===== src/hdl/pys_pkg.sv =====
// Shared types and constants for the periodic Yee field stepper.
`timescale 1ns / 1ps
`default_nettype none
package pys_pkg;

	typedef enum logic [1:0] {
		CMD_WRITE = 2'd0,
		CMD_READ  = 2'd1,
		CMD_STEP  = 2'd2,
		CMD_NONE  = 2'd3
	} cmd_t;

	localparam int FIELD_W    = 32;
	localparam int COEF_W     = 18;
	localparam int CELL_W     = 4;
	localparam int CFG_IDX_W  = 4;
	localparam int NUM_FIELDS = 6;
	localparam int NUM_COEF   = 8;
	localparam int FSEL_W     = 3;

	// field order in every array of six
	localparam int F_EX = 0;
	localparam int F_EY = 1;
	localparam int F_EZ = 2;
	localparam int F_HX = 3;
	localparam int F_HY = 4;
	localparam int F_HZ = 5;

	// coefficient register indexes
	localparam int C_E_DECAY  = 0;
	localparam int C_E_GAIN_X = 1;
	localparam int C_E_GAIN_Y = 2;
	localparam int C_E_GAIN_Z = 3;
	localparam int C_H_DECAY  = 4;
	localparam int C_H_GAIN_X = 5;
	localparam int C_H_GAIN_Y = 6;
	localparam int C_H_GAIN_Z = 7;

	localparam logic signed [COEF_W-1:0] COEF_RESET = 18'sd65536;

	typedef logic signed [FIELD_W-1:0] field_t;
	typedef logic signed [COEF_W-1:0]  coef_t;

	// component index within a sweep
	localparam logic [1:0] COMP_X = 2'd0;
	localparam logic [1:0] COMP_Y = 2'd1;
	localparam logic [1:0] COMP_Z = 2'd2;

	typedef struct packed {
		logic       clr_we;
		logic       host_we;
		logic       lat_own;
		logic       lat_x;
		logic       lat_y;
		logic       lat_z;
		logic       mul_go;
		logic [1:0] comp;
		logic       h_phase;
		logic       sat_clr;
		logic       out_ld_zero;
		logic       out_ld_read;
		logic       out_ld_step;
	} ctl_t;

endpackage
`default_nettype wire


===== src/hdl/pys_ctrl.sv =====
// Command sequencer: clearing pass, host access and the two-sweep time step.
`timescale 1ns / 1ps
`default_nettype none
module pys_ctrl #(
	parameter int GRID_SIDE = 16
) (
	input  wire logic                  clk,
	input  wire logic                  arst_n,
	input  wire logic                  in_valid,
	input  wire logic [1:0]            in_cmd,
	input  wire logic [3:0]            cell_x,
	input  wire logic [3:0]            cell_y,
	input  wire logic [3:0]            cell_z,
	input  wire logic                  out_ready,
	output logic                       in_ready,
	output logic                       out_valid,
	output pys_pkg::ctl_t              ctl,
	output logic [3*$clog2(GRID_SIDE)-1:0] a_addr,
	output logic [3*$clog2(GRID_SIDE)-1:0] b_addr
);
	localparam int AW = $clog2(GRID_SIDE);
	localparam logic [AW-1:0] LAST = AW'(GRID_SIDE - 1);
	localparam logic [8:0] SIDE = 9'(GRID_SIDE);

	typedef enum logic [3:0] {
		ST_CLR, ST_IDLE, ST_RD, ST_R0, ST_R1, ST_R2, ST_LT,
		ST_M0, ST_M1, ST_M2, ST_D1, ST_D2, ST_FIN
	} state_t;

	state_t state_q;
	logic [AW-1:0] x_q, y_q, z_q;
	logic h_q, in_grid_q, out_valid_q;

	logic accept, in_grid, last_cell;
	logic [AW-1:0] nx, ny, nz, x_n, y_n, z_n;

	always_comb begin
		in_ready  = (state_q == ST_IDLE) && (!out_valid_q || out_ready);
		accept    = in_valid && in_ready;
		in_grid   = (9'(cell_x) < SIDE) && (9'(cell_y) < SIDE) && (9'(cell_z) < SIDE);
		out_valid = out_valid_q;
		last_cell = (x_q == LAST) && (y_q == LAST) && (z_q == LAST);
		// E sweep looks one cell up, H sweep one cell down, wrapping
		if (h_q) begin
			nx = (x_q == '0) ? LAST : x_q - 1'b1;
			ny = (y_q == '0) ? LAST : y_q - 1'b1;
			nz = (z_q == '0) ? LAST : z_q - 1'b1;
		end else begin
			nx = (x_q == LAST) ? '0 : x_q + 1'b1;
			ny = (y_q == LAST) ? '0 : y_q + 1'b1;
			nz = (z_q == LAST) ? '0 : z_q + 1'b1;
		end
		z_n = (z_q == LAST) ? '0 : z_q + 1'b1;
		y_n = y_q;
		x_n = x_q;
		if (z_q == LAST) begin
			y_n = (y_q == LAST) ? '0 : y_q + 1'b1;
			if (y_q == LAST) begin
				x_n = (x_q == LAST) ? '0 : x_q + 1'b1;
			end
		end
		if (state_q == ST_IDLE) begin
			a_addr = {AW'(cell_x), AW'(cell_y), AW'(cell_z)};
		end else begin
			a_addr = {x_q, y_q, z_q};
		end
		unique case (state_q)
			ST_R1:   b_addr = {x_q, ny, z_q};
			ST_R2:   b_addr = {x_q, y_q, nz};
			default: b_addr = {nx, y_q, z_q};
		endcase

		ctl         = '0;
		ctl.h_phase = h_q;
		unique case (state_q)
			ST_CLR:  ctl.clr_we = 1'b1;
			ST_IDLE: begin
				if (accept) begin
					unique case (in_cmd)
						pys_pkg::CMD_WRITE: begin
							ctl.host_we     = in_grid;
							ctl.out_ld_zero = 1'b1;
						end
						pys_pkg::CMD_READ:  ;
						pys_pkg::CMD_STEP:  ctl.sat_clr = 1'b1;
						default:            ctl.out_ld_zero = 1'b1;
					endcase
				end
			end
			ST_RD: begin
				ctl.out_ld_read = in_grid_q;
				ctl.out_ld_zero = !in_grid_q;
			end
			ST_R1: begin
				ctl.lat_own = 1'b1;
				ctl.lat_x   = 1'b1;
			end
			ST_R2: ctl.lat_y = 1'b1;
			ST_LT: ctl.lat_z = 1'b1;
			ST_M0: begin
				ctl.mul_go = 1'b1;
				ctl.comp   = pys_pkg::COMP_X;
			end
			ST_M1: begin
				ctl.mul_go = 1'b1;
				ctl.comp   = pys_pkg::COMP_Y;
			end
			ST_M2: begin
				ctl.mul_go = 1'b1;
				ctl.comp   = pys_pkg::COMP_Z;
			end
			ST_FIN: ctl.out_ld_step = 1'b1;
			default: ;
		endcase
	end

	always_ff @(posedge clk or negedge arst_n) begin
		if (!arst_n) begin
			state_q     <= ST_CLR;
			x_q         <= '0;
			y_q         <= '0;
			z_q         <= '0;
			h_q         <= 1'b0;
			in_grid_q   <= 1'b0;
			out_valid_q <= 1'b0;
		end else begin
			if (ctl.out_ld_zero || ctl.out_ld_read || ctl.out_ld_step) begin
				out_valid_q <= 1'b1;
			end else if (out_valid_q && out_ready) begin
				out_valid_q <= 1'b0;
			end
			unique case (state_q)
				ST_CLR: begin
					x_q <= x_n;
					y_q <= y_n;
					z_q <= z_n;
					if (last_cell) begin
						state_q <= ST_IDLE;
					end
				end
				ST_IDLE: begin
					if (accept) begin
						in_grid_q <= in_grid;
						if (in_cmd == pys_pkg::CMD_READ) begin
							state_q <= ST_RD;
						end else if (in_cmd == pys_pkg::CMD_STEP) begin
							h_q     <= 1'b0;
							x_q     <= '0;
							y_q     <= '0;
							z_q     <= '0;
							state_q <= ST_R0;
						end
					end
				end
				ST_RD: state_q <= ST_IDLE;
				ST_R0: state_q <= ST_R1;
				ST_R1: state_q <= ST_R2;
				ST_R2: state_q <= ST_LT;
				ST_LT: state_q <= ST_M0;
				ST_M0: state_q <= ST_M1;
				ST_M1: state_q <= ST_M2;
				ST_M2: begin
					x_q     <= x_n;
					y_q     <= y_n;
					z_q     <= z_n;
					state_q <= last_cell ? ST_D1 : ST_R0;
				end
				ST_D1: state_q <= ST_D2;
				// let the last writes land before the next sweep reads
				ST_D2: begin
					if (!h_q) begin
						h_q     <= 1'b1;
						state_q <= ST_R0;
					end else begin
						state_q <= ST_FIN;
					end
				end
				ST_FIN: state_q <= ST_IDLE;
				default: state_q <= ST_IDLE;
			endcase
		end
	end

endmodule
`default_nettype wire


===== config.mk =====
export PLATFORM = sky130hd
export DESIGN_NAME = pys_ctrl
export DESIGN_NICKNAME = d
export VERILOG_FILES = /design/src/hdl/pys_pkg.sv /design/src/hdl/pys_ctrl.sv
export SDC_FILE = /design/constraint.sdc
export NUM_CORES = 1
export LEC_CHECK = 0
export BUFFER_PORTS_ARGS = -buffer_cell sky130_fd_sc_hd__buf_2
export CORE_MARGIN = 2
export CORE_UTILIZATION = 46
export DETAILED_ROUTE_END_ITERATION = 10
export PLACE_DENSITY = 0.72
export SYNTH_ARGS = -nofsm -noshare
export SYNTH_HDL_FRONTEND = slang
export SYNTH_SLANG_ARGS = --single-unit
export TNS_END_PERCENT = 30

===== constraint.sdc =====
create_clock -name clk -period 4.05 [get_ports clk]
set_input_delay 0.6075 -clock clk [delete_from_list [all_inputs] [get_ports clk]]
set_output_delay 0.6075 -clock clk [all_outputs]
set_load 0.03 [all_outputs]

==> run summary <==
met3 Usage GRT: 0.0361
Tmin final: 2950 ps
DRT iter0 DRCs: 112
n_diodes: 0
cells taking the most area after synthesis: dfrtp_1 23%, ha_1 6.8%, o21ai_0 6.4%
die height: 70.5 um
largest net degree at the start of global routing: 28
root buffer selected by CTS: clkbuf_8
core box area: 0.00429 sq mm
Site Rows: 24
GR met2 Demand/Resource: 0.312
I/O pins: 58
Max Slew Vio Count: 0
WHS: 273 ps
most numerous cell in the Yosys netlist: nand2_1
FILL cells: 419
Starting Density: 0.473
layout cells sized above 1: 0.254
CP startpoint kind: register
Multi-input gate area: 0.00136 sq mm
Clock Path Buffers: 2
Fmax: 339 MHz
GRT Resource Usage Total: 0.197
Buffers on Ports: 57
First-pass DRT Iterations: 5
synthesized flop and latch total: 19
# clock sinks: 19
synth unique cells: 62
Post-synth ARST share: 1.00
outcome: completed
total wire length: 4900 um
Ys Warns: 0
Final period util: 0.729
drt wl/cell: 14.0 um
TNS Setup: 0 ps
sequential fraction of the synthesis area: 0.234
antenna-violating nets left: 0
Crit Path Class: reg -> out
Syn-to-layout area delta: 14.2%
Post-Synthesis Cells: 258
Max VDD drop: 0.000368 V
Worst setup EP type: primary output
vias per inst: 5.78
main flop type after synthesis: dfrtp_1
Final Instance Count excl. Fillers: 351
fin util: 0.540
unrepaired setup endpoints after global routing: false
min-delay worst type: in -> async
H-tree Lvls: 1
# Post-CTS Setup Buffers: 0
P_leak: 1.10 nW
number of global-route vias before repair: 1,762
routed vias: 2,030
clk slew on worst S/H paths: 80 ps
clk_skew: 7.93 ps
worst skew pair latency: 260 ps
worst slew pin tran: 662 ps
worst path required time: 3440 ps
Data arrival, critical path: 2350 ps
syn_nets: 287
# DRC: 0
CTS tree: yes
largest area contributor in the netlist: dfrtp_1
final net count: 329
number of synthesized flops with an enable pin: 0
Max-Cap Viols: 0
die width: 70.5 um
power per cell area: 894 mW/mm^2
GRT busiest layer: met2
Synth top area share: 0.234
Final Instance Area: 0.00232 sq mm
Worst Path Max Fanout: 21
FF+latch area: 475 sq um
met1 usage: 0.279
total grt overflow: 0
DP Cell Count: 347
Setup-failing EPs final: 0
Hold Vio Cnt, Final: 0
Area after DPL: 0.00227 sq mm
die area: 0.00496 sq mm
post-synthesis cell area: 0.00203 sq mm
DPL Wire Length: 3640 um
Avg Cell Area, Syn: 7.88 sq um
Post-CTS Resized: 0
synth cell count leaders: 31 x nand2_1, 26 x o21ai_0, 20 x inv_1
CTS Hold Bufs: 0
Rel. slew slack: 0.559
placer congestion estimate: 0.846
antenna violations before repair: 0
Num CTS Buffers: 3
first-pass GRT wire length: 8110 um
## placed cells by master, fill, tap and decap left out, types with 3 or more instances in the layout
cell / instances
buf_2: 57
nand2_1: 31
o21ai_0: 26
inv_1: 20
dfrtp_1: 19
nor2_1: 14
ha_1: 11
nand2b_1: 10
and3_1: 8
nor3_1: 7
a21oi_1: 7
mux2i_1: 6
nand3_1: 5
nor2b_1: 4
a31oi_1: 3
o32a_1: 3
o22ai_1: 3
xor2_1: 3
nor3b_1: 3
o2bb2ai_1: 3
clkbuf_8: 3
## power breakdown
part / internal (mW) / total (mW) / switching [mW]
sequential: 0.255 / 0.442 / 0.187
combinational: 0.514 / 1.50 / 0.982
clock: 0.0685 / 0.137 / 0.0684
total: 0.838 / 2.07 / 1.24
## state kept, by name, indices dropped and copies added (netlist names)
register,count
out_valid,1
z_q,4
h_q,1
y_q,4
state_q,4
in_grid_q,1
x_q,4
## cell families (layout without fill, tap and decap cells)
logic type / after synthesis / in the layout / synth area share
xor+xnor: 5 / 5 / 0.0216
mux: 7 / 7 / 0.0351
fa+ha+maj: 11 / 11 / 0.0677
simple gates: 101 / 101 / 0.286
buf+inv: 42 / 83 / 0.0979
compound gates: 73 / 73 / 0.257
flops: 19 / 19 / 0.234
## worst paths after layout
check / startpoint / end / slack (ps) / cells past startpoint
setup / recovery: state_q[1]$_DFFE_PN0P_ / b_addr[7] / 1100 / 5
hold / removal: arst_n / h_q$_DFFE_PN0P_ / 270 / 1
setup reg to reg: y_q[0]$_DFFE_PN0P_ / x_q[0]$_DFFE_PN0P_ / 2060 / 5
hold reg to reg: in_grid_q$_DFFE_PN0P_ / in_grid_q$_DFFE_PN0P_ / 530 / 1
max in group asynchronous: arst_n / x_q[2]$_DFFE_PN0P_ / 3470 / 1
min in group clk: in_grid_q$_DFFE_PN0P_ / in_grid_q$_DFFE_PN0P_ / 530 / 1
## layer usage
layer,routed length [um],vias up
met2,2310,49
met1,2340,965
met4,27,0
li1,-,1010
met3,225,6
met5,0,-
## critical path, cell delays in order (launching register included)
cell and delay [ps]:
dfrtp_1 610, or4b_1 760, nor4_2 260, o21ai_0 110
o311a_1 170, buf_2 180
## through the flow
stage / setup slack (ps) / power (mW)
6_report: 1100 / 2.07
5_1_grt: 1000 / 2.25
4_1_cts: 1140 / 2.07
3_5_place_dp: 1430 / 1.94
3_3_place_gp: 1470 / 1.91
2_1_floorplan: 1300 / 1.62
## final cells by class
class                      count  share of cell area
clock buffer                   3              0.0178
timing repair buffer          59               0.129
tap                           52              0.0280
inverter                      20              0.0324
clock inverter                 1             0.00216
multi-input combinational    197               0.585
sequential                    19               0.205
Note: power is estimated with default switching activity, not from simulation.
